$ cat src/rtl/assert_macros.svh
// Assertion macros used by the tracker's top-level RTL file.
`ifndef ASSERT_MACROS_SVH
`define ASSERT_MACROS_SVH

`ifndef SYNTHESIS
// Property must hold at every rising clock edge outside reset.
`define TKL_ASSERT(lbl, clk, rstn, prop, msg) \
  lbl: assert property (@(posedge clk) disable iff (!rstn) prop) else $error(msg);
// Condition must never be seen outside reset.
`define TKL_NEVER(lbl, clk, rstn, cond, msg) \
  lbl: assert property (@(posedge clk) disable iff (!rstn) !(cond)) else $error(msg);
`else
`define TKL_ASSERT(lbl, clk, rstn, prop, msg)
`define TKL_NEVER(lbl, clk, rstn, cond, msg)
`endif

`endif

$ cat src/rtl/tkl_pkg.sv
// Package for the top-K tracker: widths, command codes and cell control.
package tkl_pkg;

  localparam int unsigned LIST_DEPTH_DEF = 10;
  localparam int unsigned SIZE_BITS_DEF  = 48;
  localparam int unsigned TAG_BITS_DEF   = 16;
  localparam int unsigned RANK_BITS      = 4;

  localparam logic CMD_INSERT  = 1'b0;
  localparam logic CMD_READOUT = 1'b1;

  // Per-cycle control broadcast to every cell of the chain
  typedef struct packed {
    logic ins;   // place item or shift down from the neighbour above
    logic rot;   // rotate towards slot 0 for readout
  } cell_ctrl_t;

endpackage

$ cat src/rtl/tkl_intf.sv
// Valid/ready channel interfaces for the tracker's input and result words.
interface tkl_in_if
  import tkl_pkg::*;
#(
  parameter int unsigned SIZE_BITS = SIZE_BITS_DEF,
  parameter int unsigned TAG_BITS  = TAG_BITS_DEF
);
  logic                 valid;
  logic                 ready;
  logic                 command;
  logic [SIZE_BITS-1:0] item_size;
  logic [TAG_BITS-1:0]  item_tag;

  modport source (output valid, command, item_size, item_tag, input ready);
  modport sink   (input valid, command, item_size, item_tag, output ready);
endinterface

interface tkl_out_if
  import tkl_pkg::*;
#(
  parameter int unsigned SIZE_BITS = SIZE_BITS_DEF,
  parameter int unsigned TAG_BITS  = TAG_BITS_DEF
);
  logic                 valid;
  logic                 ready;
  logic [RANK_BITS-1:0] rank;
  logic [SIZE_BITS-1:0] entry_size;
  logic [TAG_BITS-1:0]  entry_tag;
  logic                 inserted;
  logic                 last;

  modport source (output valid, rank, entry_size, entry_tag, inserted, last,
                  input ready);
  modport sink   (input valid, rank, entry_size, entry_tag, inserted, last,
                  output ready);
endinterface

$ cat src/rtl/tkl_cell.sv
// One slot of the sorted list: compares, takes new word or a neighbour's.
module tkl_cell
  import tkl_pkg::*;
#(
  parameter int unsigned SIZE_BITS = SIZE_BITS_DEF,
  parameter int unsigned TAG_BITS  = TAG_BITS_DEF
) (
  input  logic                 clk_i,
  input  logic                 rst_ni,
  input  cell_ctrl_t           ctrl_i,
  input  logic [SIZE_BITS-1:0] item_size_i,
  input  logic [TAG_BITS-1:0]  item_tag_i,
  input  logic                 prev_gt_i,   // slot above also beaten
  input  logic [SIZE_BITS-1:0] up_size_i,
  input  logic [TAG_BITS-1:0]  up_tag_i,
  input  logic [SIZE_BITS-1:0] dn_size_i,
  input  logic [TAG_BITS-1:0]  dn_tag_i,
  output logic                 gt_o,
  output logic [SIZE_BITS-1:0] size_o,
  output logic [TAG_BITS-1:0]  tag_o
);

  logic [SIZE_BITS-1:0] size_q, size_d;
  logic [TAG_BITS-1:0]  tag_q, tag_d;
  logic                 gt;

  assign gt = item_size_i > size_q;

  always_comb begin
    size_d = size_q;
    tag_d  = tag_q;
    if (ctrl_i.rot) begin
      size_d = dn_size_i;
      tag_d  = dn_tag_i;
    end else if (ctrl_i.ins && gt) begin
      // list is descending, so the first beaten slot takes the item
      if (prev_gt_i) begin
        size_d = up_size_i;
        tag_d  = up_tag_i;
      end else begin
        size_d = item_size_i;
        tag_d  = item_tag_i;
      end
    end
  end

  always_ff @(posedge clk_i or negedge rst_ni) begin
    if (!rst_ni) begin
      size_q <= '0;
      tag_q  <= '0;
    end else begin
      size_q <= size_d;
      tag_q  <= tag_d;
    end
  end

  assign gt_o   = gt;
  assign size_o = size_q;
  assign tag_o  = tag_q;

endmodule

$ cat src/rtl/top_k_largest_tracker_unit.sv
// Top level of the top-K tracker: cell chain, readout sequencer, output register.
//
//  channel | dir | word                               | handshake
//  in_i    | in  | command, item_size, item_tag       | valid/ready
//  out_o   | out | rank, entry_size, entry_tag,       | valid/ready
//          |     | inserted, last                     |
//
// On an insert all slots compare in parallel and shift together, so inserts may
// follow each other every cycle while the output is free and no readout runs.
// A readout rotates the chain one slot towards slot 0 per result word, and
// input is held off until the list is back in place. After reset every slot
// holds zero. A stalled output holds the register in front of it, and with it
// input and rotation; a word may still be accepted when the output is taken.
module top_k_largest_tracker_unit
  import tkl_pkg::*;
#(
  parameter int unsigned LIST_DEPTH = LIST_DEPTH_DEF,
  parameter int unsigned SIZE_BITS  = SIZE_BITS_DEF,
  parameter int unsigned TAG_BITS   = TAG_BITS_DEF
) (
  input  logic      clk_i,
  input  logic      rst_ni,
  tkl_in_if.sink    in_i,
  tkl_out_if.source out_o
);

  `include "assert_macros.svh"

  localparam int unsigned CW = (LIST_DEPTH > 1) ? $clog2(LIST_DEPTH) : 1;
  localparam int unsigned RW = $clog2(LIST_DEPTH + 1);

  typedef enum logic {ST_IDLE, ST_DUMP} state_e;

  state_e               state_q;
  logic [CW-1:0]        cnt_q;
  logic                 ov_q;
  logic [RANK_BITS-1:0] rank_q;
  logic [SIZE_BITS-1:0] size_q;
  logic [TAG_BITS-1:0]  tag_q;
  logic                 ins_q;
  logic                 last_q;

  logic                 in_fire, out_free, step, dump_last, load;
  cell_ctrl_t           ctrl;
  logic [LIST_DEPTH-1:0] gt;
  logic [SIZE_BITS-1:0] c_size [LIST_DEPTH];
  logic [TAG_BITS-1:0]  c_tag  [LIST_DEPTH];
  logic [RW-1:0]        ins_rank;

  assign out_free   = !ov_q || out_o.ready;
  assign in_i.ready = (state_q == ST_IDLE) && out_free;
  assign in_fire    = in_i.valid && in_i.ready;
  assign step       = (state_q == ST_DUMP) && out_free;
  assign dump_last  = cnt_q == CW'(LIST_DEPTH - 1);

  assign ctrl.ins = in_fire && (in_i.command == CMD_INSERT);
  assign ctrl.rot = step;

  // a new result word enters the output register
  assign load = ctrl.ins || step;

  for (genvar i = 0; i < LIST_DEPTH; i++) begin : g_cell
    logic                 prev_gt;
    logic [SIZE_BITS-1:0] up_size, dn_size;
    logic [TAG_BITS-1:0]  up_tag, dn_tag;

    if (i == 0) begin : g_head
      assign prev_gt = 1'b0;
      assign up_size = '0;
      assign up_tag  = '0;
    end else begin : g_body
      assign prev_gt = gt[i-1];
      assign up_size = c_size[i-1];
      assign up_tag  = c_tag[i-1];
    end
    // readout ring: the tail wraps to the head's word
    assign dn_size = c_size[(i + 1) % LIST_DEPTH];
    assign dn_tag  = c_tag[(i + 1) % LIST_DEPTH];

    tkl_cell #(
      .SIZE_BITS(SIZE_BITS),
      .TAG_BITS (TAG_BITS)
    ) u_cell (
      .clk_i      (clk_i),
      .rst_ni     (rst_ni),
      .ctrl_i     (ctrl),
      .item_size_i(in_i.item_size),
      .item_tag_i (in_i.item_tag),
      .prev_gt_i  (prev_gt),
      .up_size_i  (up_size),
      .up_tag_i   (up_tag),
      .dn_size_i  (dn_size),
      .dn_tag_i   (dn_tag),
      .gt_o       (gt[i]),
      .size_o     (c_size[i]),
      .tag_o      (c_tag[i])
    );
  end

  // beaten slots form a tail, so the insert slot is the count of the others
  always_comb begin
    ins_rank = '0;
    for (int i = 0; i < LIST_DEPTH; i++) begin
      ins_rank = ins_rank + RW'(!gt[i]);
    end
  end

  always_ff @(posedge clk_i or negedge rst_ni) begin
    if (!rst_ni) begin
      state_q <= ST_IDLE;
      cnt_q   <= '0;
      ov_q    <= 1'b0;
      rank_q  <= '0;
      size_q  <= '0;
      tag_q   <= '0;
      ins_q   <= 1'b0;
      last_q  <= 1'b0;
    end else begin
      if (load) begin
        ov_q <= 1'b1;
      end else if (out_o.ready) begin
        ov_q <= 1'b0;
      end
      unique case (state_q)
        ST_IDLE: begin
          if (in_fire) begin
            if (in_i.command == CMD_READOUT) begin
              state_q <= ST_DUMP;
              cnt_q   <= '0;
            end else begin
              ins_q  <= gt[LIST_DEPTH-1];
              rank_q <= gt[LIST_DEPTH-1] ? RANK_BITS'(ins_rank) : '0;
              size_q <= in_i.item_size;
              tag_q  <= in_i.item_tag;
              last_q <= 1'b1;
            end
          end
        end
        ST_DUMP: begin
          if (step) begin
            ins_q  <= 1'b0;
            rank_q <= RANK_BITS'(cnt_q);
            size_q <= c_size[0];
            tag_q  <= c_tag[0];
            last_q <= dump_last;
            cnt_q  <= cnt_q + CW'(1);
            if (dump_last) begin
              state_q <= ST_IDLE;
            end
          end
        end
        default: state_q <= ST_IDLE;
      endcase
    end
  end

  assign out_o.valid      = ov_q;
  assign out_o.rank       = rank_q;
  assign out_o.entry_size = size_q;
  assign out_o.entry_tag  = tag_q;
  assign out_o.inserted   = ins_q;
  assign out_o.last       = last_q;

  // list stays in descending order whenever it is not mid-rotation
  for (genvar i = 0; i + 1 < LIST_DEPTH; i++) begin : g_chk
    `TKL_ASSERT(a_sorted, clk_i, rst_ni, (state_q == ST_IDLE) |-> (c_size[i] >= c_size[i+1]), "list out of order")
  end

  `TKL_NEVER(a_ins_not_last, clk_i, rst_ni, ov_q && ins_q && !last_q, "insert word without last")
  `TKL_ASSERT(a_ins_result, clk_i, rst_ni, ctrl.ins |=> (ov_q && last_q && !(state_q == ST_DUMP)), "insert gave no word")
  `TKL_ASSERT(a_dump_end, clk_i, rst_ni, (step && dump_last) |=> (state_q == ST_IDLE && ov_q && last_q), "readout did not end on last")

endmodule
$ cat src/flat_wrapper.sv
// flat-port wrapper written by rule: the top's interface ports become plain ports
module top_k_largest_tracker_unit_flat import tkl_pkg::*;
#(
  parameter int unsigned LIST_DEPTH = LIST_DEPTH_DEF,
  parameter int unsigned SIZE_BITS  = SIZE_BITS_DEF,
  parameter int unsigned TAG_BITS   = TAG_BITS_DEF
)
  (clk_i, rst_ni, in_i_valid, in_i_command, in_i_item_size, in_i_item_tag, in_i_ready, out_o_valid, out_o_rank, out_o_entry_size, out_o_entry_tag, out_o_inserted, out_o_last, out_o_ready);
  tkl_in_if #(.SIZE_BITS(SIZE_BITS), .TAG_BITS(TAG_BITS)) in_i_i ();
  tkl_out_if #(.SIZE_BITS(SIZE_BITS), .TAG_BITS(TAG_BITS)) out_o_i ();
  input  logic clk_i;
  input  logic rst_ni;
  input wire logic [$bits(in_i_i.valid)-1:0] in_i_valid;
  input wire logic [$bits(in_i_i.command)-1:0] in_i_command;
  input wire logic [$bits(in_i_i.item_size)-1:0] in_i_item_size;
  input wire logic [$bits(in_i_i.item_tag)-1:0] in_i_item_tag;
  output wire logic [$bits(in_i_i.ready)-1:0] in_i_ready;
  output wire logic [$bits(out_o_i.valid)-1:0] out_o_valid;
  output wire logic [$bits(out_o_i.rank)-1:0] out_o_rank;
  output wire logic [$bits(out_o_i.entry_size)-1:0] out_o_entry_size;
  output wire logic [$bits(out_o_i.entry_tag)-1:0] out_o_entry_tag;
  output wire logic [$bits(out_o_i.inserted)-1:0] out_o_inserted;
  output wire logic [$bits(out_o_i.last)-1:0] out_o_last;
  input wire logic [$bits(out_o_i.ready)-1:0] out_o_ready;
  assign in_i_i.valid = in_i_valid;
  assign in_i_i.command = in_i_command;
  assign in_i_i.item_size = in_i_item_size;
  assign in_i_i.item_tag = in_i_item_tag;
  assign in_i_ready = in_i_i.ready;
  assign out_o_valid = out_o_i.valid;
  assign out_o_rank = out_o_i.rank;
  assign out_o_entry_size = out_o_i.entry_size;
  assign out_o_entry_tag = out_o_i.entry_tag;
  assign out_o_inserted = out_o_i.inserted;
  assign out_o_last = out_o_i.last;
  assign out_o_i.ready = out_o_ready;
  top_k_largest_tracker_unit #(.LIST_DEPTH(LIST_DEPTH), .SIZE_BITS(SIZE_BITS), .TAG_BITS(TAG_BITS)) u_core (.clk_i(clk_i), .rst_ni(rst_ni), .in_i(in_i_i), .out_o(out_o_i));
endmodule
$ cat config.mk
export PLATFORM = sky130hd
export DESIGN_NAME = top_k_largest_tracker_unit_flat
export DESIGN_NICKNAME = d
export VERILOG_FILES = /design/src/rtl/tkl_pkg.sv /design/src/rtl/tkl_intf.sv /design/src/rtl/tkl_cell.sv /design/src/rtl/top_k_largest_tracker_unit.sv /design/src/flat_wrapper.sv
export VERILOG_INCLUDE_DIRS = /design/src /design/src/rtl
export SDC_FILE = /design/constraint.sdc
export NUM_CORES = 2
export LEC_CHECK = 0
export ABC_CLOCK_PERIOD_IN_PS = 6000
export BUFFER_PORTS_ARGS = -buffer_cell sky130_fd_sc_hd__clkbuf_2
export CORE_AREA = 3 3 230 345
export CTS_CLUSTER_DIAMETER = 40
export CTS_CLUSTER_SIZE = 24
export DETAILED_ROUTE_END_ITERATION = 6
export DIE_AREA = 0 0 233 348
export GPL_ROUTABILITY_DRIVEN = 0
export PLACE_DENSITY = 0.81
export SLEW_MARGIN = 20
export SYNTH_ARGS = -nofsm -noshare
export SYNTH_HDL_FRONTEND = slang
export SYNTH_SLANG_ARGS = --single-unit
$ cat constraint.sdc
create_clock -name clk_i -period 6 [get_ports clk_i]
set_input_delay 0.6 -clock clk_i [delete_from_list [all_inputs] [get_ports clk_i]]
set_output_delay 0.6 -clock clk_i [all_outputs]
set_load 0.005 [all_outputs]
Yosys cells after proc, flatten, opt, wreduce, memory -nomap -nowiden
Cells that the tools add are included.

Add/subtract/negate cells: 10. Eq/ne operators: 5. $lt $le $gt $ge: 10. Bitwise gates (word level): 2. Divide/modulo/power cells: 0. Reductions and logical operators: 40. $mul: 0. Shift-type cells: 0. Muxes and demuxes: 90.

Operators by type and width (number): $mux 48 (32); $mux 16 (32); $gt 48x48->1 (10); $pmux 48 s2 (1); $add 4x1->4 (8); $pmux 16 s2 (1); $mux 4 (7); $reduce_bool 2->1 (11); $pmux 4 s2 (2); $logic_and 1x1->1 (14); $mux 1 (12); $logic_not 1->1 (11); $ne 2x2->1 const B (3); $pmux 1 s2 (3); $reduce_and 3->1 (2); $add 4x1->4 const B (1); $eq 4x4->1 const B (1); $add 1x1->2 (1); $logic_or 1x1->1 (2); $ne 2x1->1 const B (1); $not 1->1 (2).

Memories kept: 0. Output and inout port bits: 72. Bits in writable memories: 0. Input bits: 69. Flip-flop bits (word level): 716. Logic and storage cells: 185. Bits in read-only memories: 0. Latch bits: 0.

Longest topological paths before layout
Depth in word-level cells: 15. Gate-level depth with buffers: 23. Gate-level depth less buffers: 20.

Cells and area by module
From an unflattened synthesis, not the netlist that was laid out.

Cells, all modules: 5628. Area total of the unflattened synthesis: 54538.6 µm².

Modules (own cells, without submodules): tkl_cell (u_core.g_cell[0].u_cell ...) (seq. area each 1601.5 µm², cells an instance 534, area an instance 5047.3 µm², instances 9); tkl_cell (u_core.g_cell[4].u_cell) (seq. area each 1601.5 µm², cells an instance 533, area an instance 5062.4 µm², instances 1); top_k_largest_tracker_unit (seq. area each 1901.8 µm², cells an instance 289, area an instance 4050.1 µm², instances 1).

Worst setup path before layout
Ideal clock, no wire load.

Path kind: input to register. Start: in in_i_item_size[0]. End: reg u_core.rank_q[1], in the netlist u_core.out_o.rank[1]. Path buffers: 1. Arrival time: 5.136 ns. Data required time: 5.923 ns. Path slack: 0.787 ns. Setup time: 0.077 ns. Stages: 18. Cells stage by stage: inv_1 -> ha_1 -> nor2b_1 -> o211ai_1 -> a21oi_1 -> or4b_1 -> a221oi_1 -> nor2_1 -> buf_2 -> fa_1 -> inv_1 -> fa_1 -> fa_1 -> fa_1 -> inv_1 -> fa_1 -> or3_1 -> a21oi_1.

Longest elaborated chain between the ends: 15. Elaborated cells between the ends (all ways): 33. Those cells by class: add/sub: 9; order compare: 10; mux: 4; reduce/logical: 10.

Ends and longest elaborated chain: start, declared (line flat_wrapper.sv:15) `input wire logic [$bits(in_i_i.item_size)-1:0] in_i_item_size;`; $gt 48x48->1 (line tkl_cell.sv:27) `assign gt = item_size_i > size_q;`; $logic_not 1->1 (line top_k_largest_tracker_unit.sv:104) `ins_rank = ins_rank + RW'(!gt[i]);`; $add 1x1->2 (line top_k_largest_tracker_unit.sv:104); $add 4x1->4 (8 in a row) (line top_k_largest_tracker_unit.sv:104); $mux 4 * (line top_k_largest_tracker_unit.sv:132) `rank_q <= gt[LIST_DEPTH-1] ? RANK_BITS'(ins_rank) : '0;`; $mux 4 * (line top_k_largest_tracker_unit.sv:127) `if (in_i.command == CMD_READOUT) begin`; $mux 4 * (line top_k_largest_tracker_unit.sv:126) `if (in_fire) begin`; $pmux 4 s2 * (line top_k_largest_tracker_unit.sv:124) `unique case (state_q)`; end signal, assigned (line top_k_largest_tracker_unit.sv:132); end signal, assigned (line top_k_largest_tracker_unit.sv:142) `rank_q <= RANK_BITS'(cnt_q);`; end, declared (line top_k_largest_tracker_unit.sv:37) `logic [RANK_BITS-1:0] rank_q;`.

Mark *: on every way between the ends. The rest lies on a longest branch, timed or not. The select of a mux whose other input is x is not followed. A chain may end at the register's enable or synchronous reset.

Worst setup path in the final report
Start: reg u_core.g_cell[2].u_cell.size_q[47]. End: reg u_core.rank_q[1], in the netlist u_core.out_o.rank[1].

Longest elaborated chain between the ends: 14.

Ends and longest elaborated chain: start, declared (line tkl_cell.sv:23) `logic [SIZE_BITS-1:0] size_q, size_d;`; start signal, assigned (line tkl_cell.sv:52) `size_q <= size_d;`; $gt 48x48->1 (line tkl_cell.sv:27); $logic_not 1->1 (line top_k_largest_tracker_unit.sv:104); $add 4x1->4 (8 in a row) (line top_k_largest_tracker_unit.sv:104); $mux 4 (line top_k_largest_tracker_unit.sv:132); $mux 4 (line top_k_largest_tracker_unit.sv:127); $mux 4 (line top_k_largest_tracker_unit.sv:126); $pmux 4 s2 (line top_k_largest_tracker_unit.sv:124).

Every way passes these cells. The select of a mux whose other input is x is not followed.

==> results.cfg <==
[global_route]
grt.total_usage_pct = 39.94
grt_first_pass_wirelength_um = 255400
antenna_found_initial = 3
grt_max_degree = 229
grt_pass1_vias = 45700
overflow = 0

[clock_tree]
ctsResizeCount = 0
insertion_delay_ps = 680
tritoncts = done
clk_pin_slew_worst_paths_ps = 60
cts_buffer_depth = 3
cts_sinks = 716
cts_buffers = 92
h-tree-depth = 3
root_buffer = clkbuf_16

[sta]
final_hold_viol_count = 0
clock.fmax_ghz = 0.1680
relSlewSlack_pct = 12.75
rsz0062_at_grt = no
drv_slew = 0
tightest_slew_ps = 1309
min_period_ps = 5952
fin_skew_ps = 45.95
final.period_utilization_pct = 99.21
whs_ps = 274.0
setup_violations = 0

[setup_path]
path_delay_family = adder cells
critPathRequiredTime_ps = 6600
max_stage_delay_ps = 700
crit_arrival_ps = 6550
cpMaxStageDelayCell = nor4_1
crit_chain = inv_1 -> ha_1 -> nand4_1 -> nor4_1 -> nand2_1 -> buf_4 -> a21oi_1 -> a311oi_4 -> nor2_4 -> fa_1 -> inv_1 -> fa_1 -> fa_1 -> fa_1 -> inv_1 -> fa_1 -> or3_1 -> a21oi_1
crit_type = register to register
cp_max_fo = 4
start_kind = register
end_kind = register
path_buf_inv = 4
cpMostUsedCell = fa_1

[cells_and_area]
fin_nets = 6049
mostFrequentLayoutCell = dfrtp_1
drive_above_1_share_pct = 8.931
layout_common_cells = dfrtp_1, nand2_1, inv_1, ha_1, mux2i_1
syn2layout_area_growth_pct = 9.843

[power]
power_mw = 33.54
power_density_nw_per_um2 = 624.1
p_leak_nw = 25.23
vdd_drop_max_mv = 0.9048

[logic_synthesis]
yosysWarningCount = 0
synth_seq_area_share_pct = 36.62
synth_top_family_by_area = compound AO/OA/AOI/OAI gates
synth.mux.area_fraction_pct = 9.905
synthSimpleGateAreaFrac_pct = 13.50
ys_ff_latch = 716
syn_area_um2 = 48930
synth_xor_xnor_area_share_pct = 0.01790
synth-compound-area-share_pct = 19.40
synthCells = 5531
synth_edf_count = 0
synth-adder-area-share_pct = 12.70
ys_types = 66
syn_avg_cell_area_um2 = 8.846
syn_nets = 6093
async_flop_share_pct = 100.0
synthFlopType = dfrtp_1

[floorplan]
rows = 124
die_x_um = 233
start_util_pct = 63.96
core_area_um2 = 76490
boundaryPins = 141
die_h_um = 348
die-area_um2 = 81080

[hold_path]
hold_class = primary input to register

[detailed_routing]
ant_nets = 0
highest-signal-layer = met5
wl_met1_um = 58430
via_count = 46210
drc = 5
first_pass_iters = 7
initialDrtViolationCount = 6131
wl_met2_um = 75740
vias_per_cell = 7.028
routed_wl_um = 164900
routed-wl-met3_um = 16180
routedWlPerCell_um = 25.08

[status]
outcome = complete, but fails checks
violations = design-rule violations

[placement]
hpwl_um = 105500
numPortBuffers = 140

[run]
drv_cap = 0
## worst min-delay path: stages
cell      delay, ps
clkbuf_2        150
nand2_1          60
o311ai_0         80
## sequential cells by signal (all words and copies together), names as in the netlist
register                     count
u_core.g_cell.u_cell.size_o    480
u_core.g_cell.u_cell.tag_o     160
u_core.out_o.entry_size         48
u_core.out_o.entry_tag          16
u_core.cnt_q                     4
u_core.out_o.rank                4
u_core.out_o.inserted            1
u_core.out_o.last                1
u_core.out_o.valid               1
u_core.state_q                   1
## synthesized netlist by cell type, types with 50 or more instances
master	n	area share [%]
dfrtp_1	716	37
buf_2	66	0.68
nor3_1	156	1.6
nand3_1	216	2.2
inv_1	538	4.1
mux2i_1	483	9.9
nand2_1	601	4.6
o31ai_1	66	1.0
a21oi_1	206	2.1
nor2_1	356	2.7
nand4_1	101	1.3
o211ai_1	76	1.2
o221ai_1	50	0.90
a221oi_1	364	6.5
ha_1	487	12
clkbuf_1	336	2.6
a22oi_1	68	1.0
o21ai_0	334	3.4
## layer usage
layer | up-vias | global-route usage (%)
met5 | - | 0
met4 | 2 | 30.89
met3 | 912 | 8.295
met2 | 2987 | 63.10
met1 | 22250 | 47.51
li1 | 20060 | -
## where the power goes
part / total (mW) / switching (mW) / internal [mW]
combinational: 18.3 / 11.4 / 6.83
clock: 5.77 / 2.46 / 3.31
sequential: 9.51 / 2.20 / 7.30
## cells by family (layout without fill, tap and decap cells)
group,after synthesis,in the layout
flip-flops,716,716
multiplexers,484,484
buffers and inverters,970,1004
other,0,3
XOR/XNOR,1,1
adder cells (fa/ha/maj),493,493
AO/OA/AOI/OAI,1364,1364
AND/OR/NAND/NOR,1503,1503
## stage by stage
step	cells	worst slack, ps	TNS [ps]	area, um2	util, %
after floorplan	5531	787.0	0	48930	-
after global placement	6399	-30.63	-30.63	50540	66.07
after detailed placement	6399	-98.60	-134.4	50540	66.07
after CTS	6572	364.9	0	53720	70.24
after global routing	6574	19.16	0	53740	70.25
final	6576	47.50	0	53740	70.26
## layout make-up
class | count | area [um2]
Clock inverter | 66 | 695.7
Inverter | 538 | 2019
Sequential cell | 716 | 17920
Timing Repair Buffer | 294 | 1986
Antenna cell | 3 | 7.507
Fill cell | 5776 | 22750
Clock buffer | 106 | 2479
Multi-Input combinational cell | 3845 | 27370
Tap cell | 1008 | 1261
## timing repair
item,in CTS,in global routing
buffers inserted,0,0
hold buffers,1,0
endpoints found under the hold margin,54,0
setup endpoints to repair,0,0
## worst paths after layout
path	start	to	slack [ps]	cells past startpoint
min in group asynchronous	rst_ni	u_core.g_cell[2].u_cell.size_o[19]$_DFFE_PN0P_	500	2
worst max-delay path	u_core.g_cell[2].u_cell.size_o[47]$_DFFE_PN0P_	u_core.out_o.rank[1]$_DFFE_PN0P_	50	18
max in group asynchronous	rst_ni	u_core.state_q$_DFF_PN0_	4190	3
worst max register to register	u_core.g_cell[2].u_cell.size_o[47]$_DFFE_PN0P_	u_core.out_o.rank[1]$_DFFE_PN0P_	50	18
worst min register to register	u_core.out_o.entry_size[10]$_DFFE_PN0P_	u_core.out_o.entry_size[10]$_DFFE_PN0P_	470	2
worst min-delay path	in_i_item_size[5]	u_core.g_cell[0].u_cell.size_o[5]$_DFFE_PN0P_	270	3
Note: power is estimated with default switching activity, not from simulation.
